--- config.mk ---
export PLATFORM = sky130hd
export DESIGN_NAME = ir_pulse_distance_frame_sender
export DESIGN_NICKNAME = d
export VERILOG_FILES = /design/src/rtl/core/ipdfs_pkg.sv /design/src/rtl/core/ir_pulse_distance_frame_sender.sv /design/src/rtl/core/ipdfs_regs.sv /design/src/rtl/core/ipdfs_seq.sv
export SDC_FILE = /design/constraint.sdc
export NUM_CORES = 1
export LEC_CHECK = 0
export ABC_CLOCK_PERIOD_IN_PS = 3100
export BUFFER_PORTS_ARGS = -buffer_cell sky130_fd_sc_hd__buf_2
export CAP_MARGIN = 25
export CELL_PAD_IN_SITES_DETAIL_PLACEMENT = 0
export CELL_PAD_IN_SITES_GLOBAL_PLACEMENT = 1
export CORE_MARGIN = 4
export CORE_UTILIZATION = 40
export CTS_BUF_LIST = sky130_fd_sc_hd__clkbuf_4 sky130_fd_sc_hd__clkbuf_8 sky130_fd_sc_hd__clkbuf_16
export CTS_CLUSTER_DIAMETER = 100
export DETAILED_ROUTE_END_ITERATION = 8
export GPL_TIMING_DRIVEN = 0
export PLACE_DENSITY_LB_ADDON = 0.1
export SYNTH_ARGS = -nofsm -noshare
export SYNTH_HDL_FRONTEND = slang
export SYNTH_SLANG_ARGS = --single-unit
export TNS_END_PERCENT = 30
--- constraint.sdc ---
create_clock -name clk -period 3.1 [get_ports clk]
set_clock_uncertainty 0.2 [all_clocks]
set_input_delay 0.31 -clock clk [delete_from_list [all_inputs] [get_ports clk]]
set_output_delay 0.31 -clock clk [all_outputs]
set_load 0.01 [all_outputs]
--- src/rtl/core/ipdfs_pkg.sv ---
package ipdfs_pkg;

    localparam int FRAME_BITS_DEF = 48;
    localparam int FRAME_IN_W     = 48;
    localparam int REPEAT_W       = 16;
    localparam int SEG_W          = 16;
    localparam int TICK_W         = 20;
    localparam int POS_W          = 7;
    localparam int PHASE_W        = 3;
    localparam int PADDR_W        = 5;
    localparam int PDATA_W        = 32;

    // register indexes (byte address = 4 * index)
    localparam logic [2:0] REG_HDR_MARK  = 3'd0;
    localparam logic [2:0] REG_HDR_SPACE = 3'd1;
    localparam logic [2:0] REG_BIT_MARK  = 3'd2;
    localparam logic [2:0] REG_ONE_SPACE = 3'd3;
    localparam logic [2:0] REG_ZERO_SPC  = 3'd4;
    localparam logic [2:0] REG_GAP       = 3'd5;

    localparam logic [SEG_W-1:0]  HDR_MARK_RST  = 16'd6820;
    localparam logic [SEG_W-1:0]  HDR_SPACE_RST = 16'd6820;
    localparam logic [SEG_W-1:0]  BIT_MARK_RST  = 16'd580;
    localparam logic [SEG_W-1:0]  ONE_SPACE_RST = 16'd1860;
    localparam logic [SEG_W-1:0]  ZERO_SPC_RST  = 16'd580;
    localparam logic [TICK_W-1:0] GAP_RST       = 20'd100000;

    typedef struct packed {
        logic [SEG_W-1:0]  header_mark_ticks;
        logic [SEG_W-1:0]  header_space_ticks;
        logic [SEG_W-1:0]  bit_mark_ticks;
        logic [SEG_W-1:0]  one_space_ticks;
        logic [SEG_W-1:0]  zero_space_ticks;
        logic [TICK_W-1:0] gap_ticks;
    } cfg_t;

    typedef struct packed {
        logic ir_mark;
        logic busy_res;
        logic done_res;
    } res_t;

endpackage

--- src/rtl/core/ir_pulse_distance_frame_sender.sv ---
// Channel   Dir  Handshake                  Contents
// s_*       in   s_tvalid / s_tready        tuser: op; tdata: frame_data, repeat_count
// m_*       out  m_tvalid / m_tready        tdata: ir_mark, busy_res; tlast: done_res
// APB       in   psel & penable & pwrite    timing registers, 4 bytes apart
//
// One item per cycle while s_tready is high: each transaction is resolved
// in the cycle it is accepted and its result is registered into the output stage.
// s_tready is high while the output stage is empty or being drained.
// Reset (rst_n low, async) returns the sequencer to idle and the timing
// registers to their default lengths; no clearing pass.
module ir_pulse_distance_frame_sender
    import ipdfs_pkg::*;
#(
    parameter int FRAME_BITS = FRAME_BITS_DEF
)
(
    input  logic               clk,
    input  logic               rst_n,

    input  logic               s_tvalid,
    output logic               s_tready,
    input  logic [63:0]        s_tdata,   // [47:0] frame_data, [63:48] repeat_count
    input  logic               s_tuser,   // [0] op

    output logic               m_tvalid,
    input  logic               m_tready,
    output logic [7:0]         m_tdata,   // [0] ir_mark, [1] busy_res, [7:2] zero
    output logic               m_tlast,   // done_res

    input  logic               psel,
    input  logic               penable,
    input  logic               pwrite,
    input  logic [PADDR_W-1:0] paddr,
    input  logic [PDATA_W-1:0] pwdata,
    output logic [PDATA_W-1:0] prdata,
    output logic               pready
);

    cfg_t cfg;
    res_t res;
    res_t res_reg;
    logic out_valid_reg;
    logic step;

    assign s_tready = !out_valid_reg || m_tready;
    assign step     = s_tvalid && s_tready;

    ipdfs_regs u_regs (
        .clk     (clk),
        .rst_n   (rst_n),
        .psel    (psel),
        .penable (penable),
        .pwrite  (pwrite),
        .paddr   (paddr),
        .pwdata  (pwdata),
        .prdata  (prdata),
        .pready  (pready),
        .cfg     (cfg)
    );

    ipdfs_seq #(
        .FRAME_BITS (FRAME_BITS)
    ) u_seq (
        .clk          (clk),
        .rst_n        (rst_n),
        .step         (step),
        .op           (s_tuser),
        .frame_data   (s_tdata[FRAME_IN_W-1:0]),
        .repeat_count (s_tdata[FRAME_IN_W +: REPEAT_W]),
        .cfg          (cfg),
        .res          (res)
    );

    always_ff @(posedge clk or negedge rst_n)
    begin
        if (!rst_n)
        begin
            out_valid_reg <= 1'b0;
        end
        else if (step)
        begin
            out_valid_reg <= 1'b1;
        end
        else if (m_tready)
        begin
            out_valid_reg <= 1'b0;
        end
    end

    always_ff @(posedge clk)
    begin
        if (step)
        begin
            res_reg <= res;
        end
    end

    assign m_tvalid = out_valid_reg;
    assign m_tdata  = {6'b000000, res_reg.busy_res, res_reg.ir_mark};
    assign m_tlast  = res_reg.done_res;

endmodule

--- src/rtl/core/ipdfs_regs.sv ---
module ipdfs_regs
    import ipdfs_pkg::*;
(
    input  logic               clk,
    input  logic               rst_n,
    input  logic               psel,
    input  logic               penable,
    input  logic               pwrite,
    input  logic [PADDR_W-1:0] paddr,
    input  logic [PDATA_W-1:0] pwdata,
    output logic [PDATA_W-1:0] prdata,
    output logic               pready,
    output cfg_t               cfg
);

    cfg_t       cfg_reg;
    cfg_t       cfg_next;
    logic       wr_en;
    logic [2:0] reg_idx;

    assign pready  = 1'b1;
    assign wr_en   = psel & penable & pwrite;
    assign reg_idx = paddr[4:2];
    assign cfg     = cfg_reg;

    always_comb
    begin
        cfg_next = cfg_reg;
        if (wr_en)
        begin
            case (reg_idx)
                REG_HDR_MARK:  cfg_next.header_mark_ticks  = pwdata[SEG_W-1:0];
                REG_HDR_SPACE: cfg_next.header_space_ticks = pwdata[SEG_W-1:0];
                REG_BIT_MARK:  cfg_next.bit_mark_ticks     = pwdata[SEG_W-1:0];
                REG_ONE_SPACE: cfg_next.one_space_ticks    = pwdata[SEG_W-1:0];
                REG_ZERO_SPC:  cfg_next.zero_space_ticks   = pwdata[SEG_W-1:0];
                REG_GAP:       cfg_next.gap_ticks          = pwdata[TICK_W-1:0];
                default:       cfg_next = cfg_reg;
            endcase
        end
    end

    always_comb
    begin
        case (reg_idx)
            REG_HDR_MARK:  prdata = PDATA_W'(cfg_reg.header_mark_ticks);
            REG_HDR_SPACE: prdata = PDATA_W'(cfg_reg.header_space_ticks);
            REG_BIT_MARK:  prdata = PDATA_W'(cfg_reg.bit_mark_ticks);
            REG_ONE_SPACE: prdata = PDATA_W'(cfg_reg.one_space_ticks);
            REG_ZERO_SPC:  prdata = PDATA_W'(cfg_reg.zero_space_ticks);
            REG_GAP:       prdata = PDATA_W'(cfg_reg.gap_ticks);
            default:       prdata = '0;
        endcase
    end

    always_ff @(posedge clk or negedge rst_n)
    begin
        if (!rst_n)
        begin
            cfg_reg.header_mark_ticks  <= HDR_MARK_RST;
            cfg_reg.header_space_ticks <= HDR_SPACE_RST;
            cfg_reg.bit_mark_ticks     <= BIT_MARK_RST;
            cfg_reg.one_space_ticks    <= ONE_SPACE_RST;
            cfg_reg.zero_space_ticks   <= ZERO_SPC_RST;
            cfg_reg.gap_ticks          <= GAP_RST;
        end
        else
        begin
            cfg_reg <= cfg_next;
        end
    end

endmodule

--- src/rtl/core/ipdfs_seq.sv ---
module ipdfs_seq
    import ipdfs_pkg::*;
#(
    parameter int FRAME_BITS = FRAME_BITS_DEF
)
(
    input  logic                  clk,
    input  logic                  rst_n,
    input  logic                  step,
    input  logic                  op,
    input  logic [FRAME_IN_W-1:0] frame_data,
    input  logic [REPEAT_W-1:0]   repeat_count,
    input  cfg_t                  cfg,
    output res_t                  res
);

    localparam int BYTE_COUNT = (FRAME_BITS + 7) / 8;
    localparam int WORD_BITS  = BYTE_COUNT * 8;
    localparam int DATA_BITS  = BYTE_COUNT * 16;

    localparam logic [PHASE_W-1:0] PH_IDLE       = 3'd0;
    localparam logic [PHASE_W-1:0] PH_HDR_MARK   = 3'd1;
    localparam logic [PHASE_W-1:0] PH_HDR_SPACE  = 3'd2;
    localparam logic [PHASE_W-1:0] PH_BIT_MARK   = 3'd3;
    localparam logic [PHASE_W-1:0] PH_BIT_SPACE  = 3'd4;
    localparam logic [PHASE_W-1:0] PH_FOOT_MARK  = 3'd5;
    localparam logic [PHASE_W-1:0] PH_FOOT_SPACE = 3'd6;
    localparam logic [PHASE_W-1:0] PH_GAP        = 3'd7;

    localparam logic [POS_W:0] LAST_POS = (POS_W+1)'(DATA_BITS - 1);

    logic [PHASE_W-1:0]   phase_reg, phase_next;
    logic [TICK_W-1:0]    tick_left_reg, tick_left_next;
    logic [POS_W-1:0]     bit_pos_reg, bit_pos_next;
    logic [WORD_BITS-1:0] frame_word_reg, frame_word_next;
    logic [REPEAT_W-1:0]  repeats_reg, repeats_next;

    logic [63:0]          word_pad;
    logic [63:0]          data_pad;
    logic [7:0]           cur_byte;
    logic                 cur_bit;
    logic                 mark_lvl;

    // byte select by pos[6:4], bit by pos[2:0], pos[3] picks the inverted copy
    always_comb
    begin
        word_pad = '0;
        word_pad[WORD_BITS-1:0] = frame_word_reg;
        data_pad = 64'(frame_data);
    end

    assign cur_byte = word_pad[{bit_pos_reg[6:4], 3'b000} +: 8];
    assign cur_bit  = cur_byte[bit_pos_reg[2:0]] ^ bit_pos_reg[3];
    assign mark_lvl = (phase_reg == PH_HDR_MARK) || (phase_reg == PH_BIT_MARK) ||
                      (phase_reg == PH_FOOT_MARK);

    always_comb
    begin
        phase_next      = phase_reg;
        tick_left_next  = tick_left_reg;
        bit_pos_next    = bit_pos_reg;
        frame_word_next = frame_word_reg;
        repeats_next    = repeats_reg;
        res             = '0;

        if (op)
        begin
            res.busy_res = 1'b1;
            if (phase_reg == PH_IDLE)
            begin
                frame_word_next = data_pad[WORD_BITS-1:0];
                repeats_next    = repeat_count;
                bit_pos_next    = '0;
                phase_next      = PH_HDR_MARK;
                tick_left_next  = TICK_W'(cfg.header_mark_ticks);
            end
            else
            begin
                res.ir_mark = mark_lvl;
            end
        end
        else if (phase_reg != PH_IDLE)
        begin
            res.ir_mark  = mark_lvl;
            res.busy_res = 1'b1;
            if (tick_left_reg <= TICK_W'(1))
            begin
                unique case (phase_reg)
                    PH_HDR_MARK:
                    begin
                        phase_next     = PH_HDR_SPACE;
                        tick_left_next = TICK_W'(cfg.header_space_ticks);
                    end
                    PH_HDR_SPACE:
                    begin
                        bit_pos_next   = '0;
                        phase_next     = PH_BIT_MARK;
                        tick_left_next = TICK_W'(cfg.bit_mark_ticks);
                    end
                    PH_BIT_MARK:
                    begin
                        phase_next     = PH_BIT_SPACE;
                        tick_left_next = cur_bit ? TICK_W'(cfg.one_space_ticks)
                                                 : TICK_W'(cfg.zero_space_ticks);
                    end
                    PH_BIT_SPACE:
                    begin
                        phase_next     = ({1'b0, bit_pos_reg} >= LAST_POS) ? PH_FOOT_MARK
                                                                           : PH_BIT_MARK;
                        bit_pos_next   = ({1'b0, bit_pos_reg} >= LAST_POS) ? '0
                                                                           : bit_pos_reg + 1'b1;
                        tick_left_next = TICK_W'(cfg.bit_mark_ticks);
                    end
                    PH_FOOT_MARK:
                    begin
                        // first footer mark is followed by a header space, second by the gap
                        if (bit_pos_reg == '0)
                        begin
                            phase_next     = PH_FOOT_SPACE;
                            tick_left_next = TICK_W'(cfg.header_space_ticks);
                        end
                        else
                        begin
                            phase_next     = PH_GAP;
                            tick_left_next = cfg.gap_ticks;
                        end
                    end
                    PH_FOOT_SPACE:
                    begin
                        bit_pos_next   = POS_W'(1);
                        phase_next     = PH_FOOT_MARK;
                        tick_left_next = TICK_W'(cfg.bit_mark_ticks);
                    end
                    PH_GAP:
                    begin
                        bit_pos_next = '0;
                        if (repeats_reg != '0)
                        begin
                            repeats_next   = repeats_reg - 1'b1;
                            phase_next     = PH_HDR_MARK;
                            tick_left_next = TICK_W'(cfg.header_mark_ticks);
                        end
                        else
                        begin
                            phase_next     = PH_IDLE;
                            tick_left_next = '0;
                            res.done_res   = 1'b1;
                        end
                    end
                    default:
                    begin
                        phase_next = PH_IDLE;
                    end
                endcase
            end
            else
            begin
                tick_left_next = tick_left_reg - 1'b1;
            end
        end
    end

    always_ff @(posedge clk or negedge rst_n)
    begin
        if (!rst_n)
        begin
            phase_reg      <= PH_IDLE;
            tick_left_reg  <= '0;
            bit_pos_reg    <= '0;
            frame_word_reg <= '0;
            repeats_reg    <= '0;
        end
        else if (step)
        begin
            phase_reg      <= phase_next;
            tick_left_reg  <= tick_left_next;
            bit_pos_reg    <= bit_pos_next;
            frame_word_reg <= frame_word_next;
            repeats_reg    <= repeats_next;
        end
    end

    a_done_to_idle: assert property (@(posedge clk) disable iff (!rst_n)
        step && res.done_res |=> phase_reg == PH_IDLE)
        else $error("done without return to idle");

    a_idle_no_count: assert property (@(posedge clk) disable iff (!rst_n)
        phase_reg == PH_IDLE |-> tick_left_reg == '0)
        else $error("tick counter live while idle");

    a_foot_pos: assert property (@(posedge clk) disable iff (!rst_n)
        (phase_reg == PH_FOOT_MARK || phase_reg == PH_FOOT_SPACE) |-> bit_pos_reg <= POS_W'(1))
        else $error("footer position out of range");

    a_pos_range: assert property (@(posedge clk) disable iff (!rst_n)
        {1'b0, bit_pos_reg} <= LAST_POS)
        else $error("bit position past end of frame");

endmodule
# Word level (Yosys, flattened, before mapping)
# Cells that the tools add are included.
# totals
regBits	198
word_cells	111
output_inout_bits	44
input_bits	109
# classes
n_addsub	3
n_shift	1
n_bitwise	6
n_reduce_logical	30
n_eq_ne	14
n_lt_le_gt_ge	3
muxes	39
# op_table
operator	count
2-to-1 mux 16 bit	8
one-hot mux 20 bit (6 select lines)	1
2-to-1 mux 20 bit	5
one-hot mux 20 bit (5 select lines)	1
variable part select 64 x 7 -> 8 bit	1
2-to-1 mux 7 bit	5
one-hot mux 3 bit (7 select lines)	1
one-hot mux 7 bit (3 select lines)	1
<= comparator 20 x 1 -> 1 bit (second input constant)	1
subtractor 20 x 1 -> 20 bit (second input constant)	1
equality test 3 bit (second input constant)	6
2-to-1 mux 3 bit	6
nonzero test 16 bit	1
subtractor 16 x 1 -> 16 bit (second input constant)	1
equality test 3 x 2 -> 1 bit (second input constant)	4
AND reduction 2 bit	6
nonzero test 2 bit	5
2-to-1 mux 1 bit	9
AND reduction 4 bit	2
adder 7 x 1 -> 7 bit (second input constant)	1
>= comparator 7 bit (second input constant)	1
zero test 7 bit	1
inequality test 7 x 4 -> 1 bit (second input constant)	1
equality test 3 x 1 -> 1 bit (second input constant)	2
other kinds (19)	25

# Longest topological paths before layout
# depth
ltp_word	9
depth_mapped	13
ltp_nobuf	10

# Modules after synthesis
# From an unflattened synthesis, not the netlist that was laid out.
# unflattened
cells_unflattened	1172
hier_area_um2	11452.2
# modules_own_cells
module	area_per_inst_um2	cells_each	instances	seq_area_each_um2
ipdfs_seq	6399.9	803	1	2352.3
ipdfs_regs	4859.7	355	1	2538.7
ir_pulse_distance_frame_sender	192.7	14	1	115.1

# Least setup slack after synthesis
# Ideal clock, no wire load.
# synth_timing
path_type	input-to-reg
startpoint	input s_tuser
endpoint	register u_seq.tick_left_reg[0]
cell_stages	12
t_required_ns	2.834
path_buffers	4
setup_ns	0.066
setup_slack_ns	0.238
arrival_ns	2.597
cell_sequence	clkbuf_1 -> inv_1 -> clkbuf_1 -> clkbuf_1 -> ha_1 -> nor2_1 -> nand3_1 -> a21oi_1 -> buf_2 -> nor2_1 -> a31oi_1 -> o31a_1
# synth_between
elab_chain_cells	2
word_cells_on_any_way	5
cone_classes	2 x eq/ne; 1 x mux; 2 x reduce/logical
# synth_rtl
item	line	rtl
start, declared	ir_pulse_distance_frame_sender.sv:23	input logic s_tuser,
inequality test 7 x 4 -> 1 bit (no line) (tied with other cells)	-	
AND reduction 4 bit (no line)	-	
end signal, assigned	ipdfs_seq.sv:176	tick_left_reg <= tick_left_next;
end, declared	ipdfs_seq.sv:33	logic [TICK_W-1:0] tick_left_reg, tick_left_next;
# Parallel ways exist; a longest one is shown, timed or not.
# A chain may end at the register's enable or synchronous reset.

# Worst setup path in the final report
# layout_timing
startpoint	register u_seq.bit_pos_reg[4]
endpoint	register u_seq.tick_left_reg[15]
# layout_between
elab_chain_cells	9
word_cells_on_any_way	11
cone_classes	1 x shift; 8 x mux; 1 x bitwise; 1 x reduce/logical
# layout_rtl
item	line	rtl
start, declared	ipdfs_seq.sv:34	logic [POS_W-1:0] bit_pos_reg, bit_pos_next;
start signal, assigned	ipdfs_seq.sv:177	bit_pos_reg <= bit_pos_next;
variable part select 64 x 7 -> 8 bit	ipdfs_seq.sv:52	assign cur_byte = word_pad[{bit_pos_reg[6:4], 3'b000} +: 8];
binary-select mux 1 bit (select 3 bit)	ipdfs_seq.sv:53	assign cur_bit = cur_byte[bit_pos_reg[2:0]] ^ bit_pos_reg[3];
2-to-1 mux 1 bit (implied by the code)	ipdfs_seq.sv:53	
bitwise XOR 1 bit	ipdfs_seq.sv:53	
2-to-1 mux 16 bit	ipdfs_seq.sv:103	tick_left_next = cur_bit ? TICK_W'(cfg.one_space_ticks)
one-hot mux 20 bit (5 select lines) *	ipdfs_seq.sv:88	unique case (phase_reg)
2-to-1 mux 20 bit *	ipdfs_seq.sv:86	if (tick_left_reg <= TICK_W'(1))
2-to-1 mux 20 bit *	ipdfs_seq.sv:82	else if (phase_reg != PH_IDLE)
2-to-1 mux 20 bit *	ipdfs_seq.sv:66	if (op)
# Every way passes the cells marked *; elsewhere a longest branch is shown, timed or not. The select of a mux whose other input is x is not followed.

==> impl_metrics.xml <==
<?xml version="1.0" encoding="UTF-8"?>
<metrics>
  <group name="status">
    <metric name="outcome" unit="">complete, no violations</metric>
  </group>
  <group name="power_and_ir_drop">
    <metric name="leakage" unit="nW">5.99</metric>
    <metric name="total_power" unit="W">0.0102</metric>
    <metric name="power_density" unit="mW/mm^2">730</metric>
    <metric name="vdd_drop_max" unit="mV">0.418</metric>
  </group>
  <group name="finish">
    <metric name="seqCellArea" unit="sq mm">0.00501</metric>
    <metric name="fin_nets" unit="">1408</metric>
    <metric name="layout.filler_cells" unit="">2499</metric>
    <metric name="largest_reg_flops" unit="">100</metric>
    <metric name="drive_above_1_share" unit="%">35.0</metric>
    <metric name="final_instance_area" unit="sq mm">0.0140</metric>
    <metric name="area_of_the_multi_input_gates" unit="sq mm">0.00581</metric>
    <metric name="area.growth.synth_to_final" unit="%">27.2</metric>
  </group>
  <group name="synthesis">
    <metric name="edff_count_synth" unit="">3</metric>
    <metric name="seq_area_frac_synth" unit="%">45.4</metric>
    <metric name="post-synth-top-area-cell" unit="">dfrtp_1</metric>
    <metric name="synth_largest_type_area_fraction" unit="%">37.6</metric>
    <metric name="synth-async-reset-ratio" unit="%">98.5</metric>
    <metric name="synthMostInstantiatedCell" unit="">dfrtp_1</metric>
    <metric name="yosys_register_bits" unit="">198</metric>
    <metric name="synth_area_leaders" unit="">dfrtp_1, mux2_2, dfstp_2</metric>
    <metric name="yosysUniqueCellTypes" unit="">80</metric>
    <metric name="postSynthCellCount" unit="">1039</metric>
    <metric name="syn_area_per_cell" unit="sq um">10.6</metric>
    <metric name="synthFlopType" unit="">dfrtp_1</metric>
    <metric name="synth_common_cells" unit="">dfrtp_1, mux2_2, nor2_1, a22oi_1, o21ai_0</metric>
    <metric name="synthesis.yosys.warnings" unit="">0</metric>
    <metric name="netlist_area" unit="sq mm">0.0110</metric>
  </group>
  <group name="timing">
    <metric name="highest_clock_frequency_the_design_can_meet" unit="MHz">325</metric>
    <metric name="setup-violations-final" unit="">0</metric>
    <metric name="max_slew_violation_count" unit="">0</metric>
    <metric name="finalHoldViolCount" unit="">0</metric>
    <metric name="final.setup.tns" unit="ns">0</metric>
    <metric name="final_period_minus_worst_setup_slack" unit="ns">3.08</metric>
    <metric name="relSlewSlack" unit="%">39.9</metric>
    <metric name="max_slew.worst_pin.slew" unit="ns">0.897</metric>
    <metric name="final_clock_period_utilization_by_the_worst_path" unit="%">99.2</metric>
    <metric name="grt_setup_unrepaired" unit="">true</metric>
  </group>
  <group name="clocking">
    <metric name="cts.reportedPaths.clkPinSlew" unit="ns">0.08</metric>
    <metric name="cts-buffers-inserted" unit="">17</metric>
    <metric name="cts_sinks" unit="">198</metric>
    <metric name="cts_buffer_depth" unit="">2</metric>
    <metric name="tritoncts" unit="">built</metric>
    <metric name="cts-htree-levels" unit="">4</metric>
    <metric name="ctsRootBufferMaster" unit="">clkbuf_16</metric>
    <metric name="clock_latency" unit="ns">0.46</metric>
  </group>
  <group name="critical_path">
    <metric name="setup.worst_path.start_class" unit="">flip-flop</metric>
    <metric name="cp.arrival" unit="ns">3.20</metric>
    <metric name="criticalPathCategory" unit="">reg2reg</metric>
    <metric name="setup.reg_to_reg.worst_slack" unit="ns">0.02</metric>
    <metric name="timing.critical_path.to_type" unit="">flip-flop</metric>
    <metric name="crit_fanout" unit="">5</metric>
    <metric name="worstPathRequired" unit="ns">3.22</metric>
  </group>
  <group name="grt">
    <metric name="grt_pass1_vias" unit="">9542</metric>
    <metric name="global_routing_met2_resource_utilization" unit="%">37.0</metric>
    <metric name="grt_util_met1" unit="%">35.7</metric>
    <metric name="maximum_number_of_pins_on_one_net_before_global_route_repair" unit="">115</metric>
    <metric name="track_usage" unit="%">24.4</metric>
    <metric name="met3_usage" unit="%">5.11</metric>
    <metric name="busiest_layer" unit="">met2</metric>
    <metric name="grt_overflow_total" unit="">0</metric>
    <metric name="antenna_found_initial" unit="">1</metric>
    <metric name="grt_pass1_wl" unit="mm">57.6</metric>
  </group>
  <group name="routing">
    <metric name="routed_wire_length_per_instance" unit="um">22.7</metric>
    <metric name="routed-via-count" unit="">9543</metric>
    <metric name="drt-initial-drc-count" unit="">837</metric>
    <metric name="wire_length_after_detailed_routing" unit="mm">37.3</metric>
    <metric name="ant_nets" unit="">0</metric>
    <metric name="post-route-drc-count" unit="">0</metric>
    <metric name="dr.pass1.iters" unit="">5</metric>
    <metric name="via_per_inst" unit="">5.80</metric>
  </group>
  <group name="placement">
    <metric name="detailed_place.area" unit="sq mm">0.0122</metric>
    <metric name="place_congestion" unit="">0.895</metric>
    <metric name="buffer_ports.inserted" unit="">116</metric>
    <metric name="detailedPlacementHpwl" unit="mm">25.9</metric>
  </group>
  <group name="floorplanning">
    <metric name="rows" unit="">60</metric>
    <metric name="dieArea" unit="sq mm">0.0303</metric>
    <metric name="fp.dieW" unit="um">174</metric>
    <metric name="initial_utilization" unit="%">40.8</metric>
    <metric name="io_pins" unit="">153</metric>
    <metric name="chipHeight" unit="um">174</metric>
    <metric name="core" unit="sq mm">0.0270</metric>
  </group>
  <group name="min_path">
    <metric name="worstHoldPathType" unit="">in2reg</metric>
  </group>
  <group name="job">
    <metric name="drv_cap" unit="">0</metric>
  </group>
</metrics>
==> worst max-delay path: stages (launching register included) <==
cell,delay [ns]
dfrtp_2,0.43
clkbuf_16,0.18
mux4_2,0.52
a221oi_2,0.27
o21ai_2,0.10
a221o_1,0.37
and2_1,0.18
buf_6,0.13
mux2i_1,0.17
o41ai_1,0.40
==> repair_timing <==
item | CTS | global route
gates cloned | 0 | 1
hold endpoints to repair | 239 | 0
gates resized for setup | 34 | 45
setup endpoints to repair | 40 | 39
hold buffers | 86 | 0
setup buffers | 9 | 2
pin swaps | 7 | 7
==> where the power goes <==
part | switching, W | internal [W]
registers | 0.000684 | 0.00337
clock network | 0.00124 | 0.00112
logic | 0.00205 | 0.00179
total | 0.00397 | 0.00627
==> worst paths after layout <==
path                                         start                        to  cells past startpoint
hold / removal                            m_tready                  m_tvalid                      3
hold reg to reg            u_seq.tick_left_reg[19]   u_seq.tick_left_reg[19]                      2
max in group asynchronous                    rst_n  u_seq.frame_word_reg[23]                      3
setup / recovery              u_seq.bit_pos_reg[4]   u_seq.tick_left_reg[15]                      9
min in group asynchronous                    rst_n            u_regs.cfg[18]                      2
setup reg to reg              u_seq.bit_pos_reg[4]   u_seq.tick_left_reg[15]                      9
==> metal layers <==
metal	up-vias	routed length, um
met5	-	7
met3	48	2490
met4	2	749
met1	4784	17400
li1	4393	-
met2	316	16600
==> logic make-up (layout without fill, tap and decap cells) <==
logic type	after synthesis	count (layout)	synth area share [%]
other cells	2	20	0.0681
fa+ha+maj	8	8	0.907
compound gates	264	264	16.4
buf+inv	103	351	4.63
flops	198	198	45.4
simple gates	275	275	12.6
xor+xnor	7	7	0.556
mux	182	182	19.5
==> through the flow <==
step                hold WS, ns  std cells  utilization [%]  worst slack, ns
global placement          0.267       1513             44.8            -2.02
finish                   0.0674       1646             51.9           0.0236
floorplan                -0.186       1056                -            0.238
detailed placement        0.174       1518             45.1            -1.21
CTS                      0.0297       1644             51.2         -0.00845
global route              0.149       1645             51.9          -0.0450
==> layout make-up <==
class,instances,share of cell area (%)
multi-input combinational,755,41.4
sequential,198,35.7
timing repair buffer,219,11.6
buffer,77,3.20
tap,341,3.04
clock buffer,17,3.03
clock inverter,15,1.43
inverter,23,0.642
antenna,1,0.0178
==> cell usage in the layout, fill, tap and decap left out, drive strengths merged, types with 28 or more instances in the layout <==
cell type / synthesis / routed
mux2: 156 / 156
nand3: 49 / 49
dfstp: 29 / 29
nand2: 55 / 55
a22oi: 58 / 58
clkbuf: 48 / 60
inv: 23 / 29
a21oi: 48 / 48
dfrtp: 166 / 166
nor2: 60 / 60
buf: 32 / 167
o21ai: 58 / 58
dlygate4sd3: 0 / 86
nor3: 28 / 28
(Power assumes the default switching activity.)
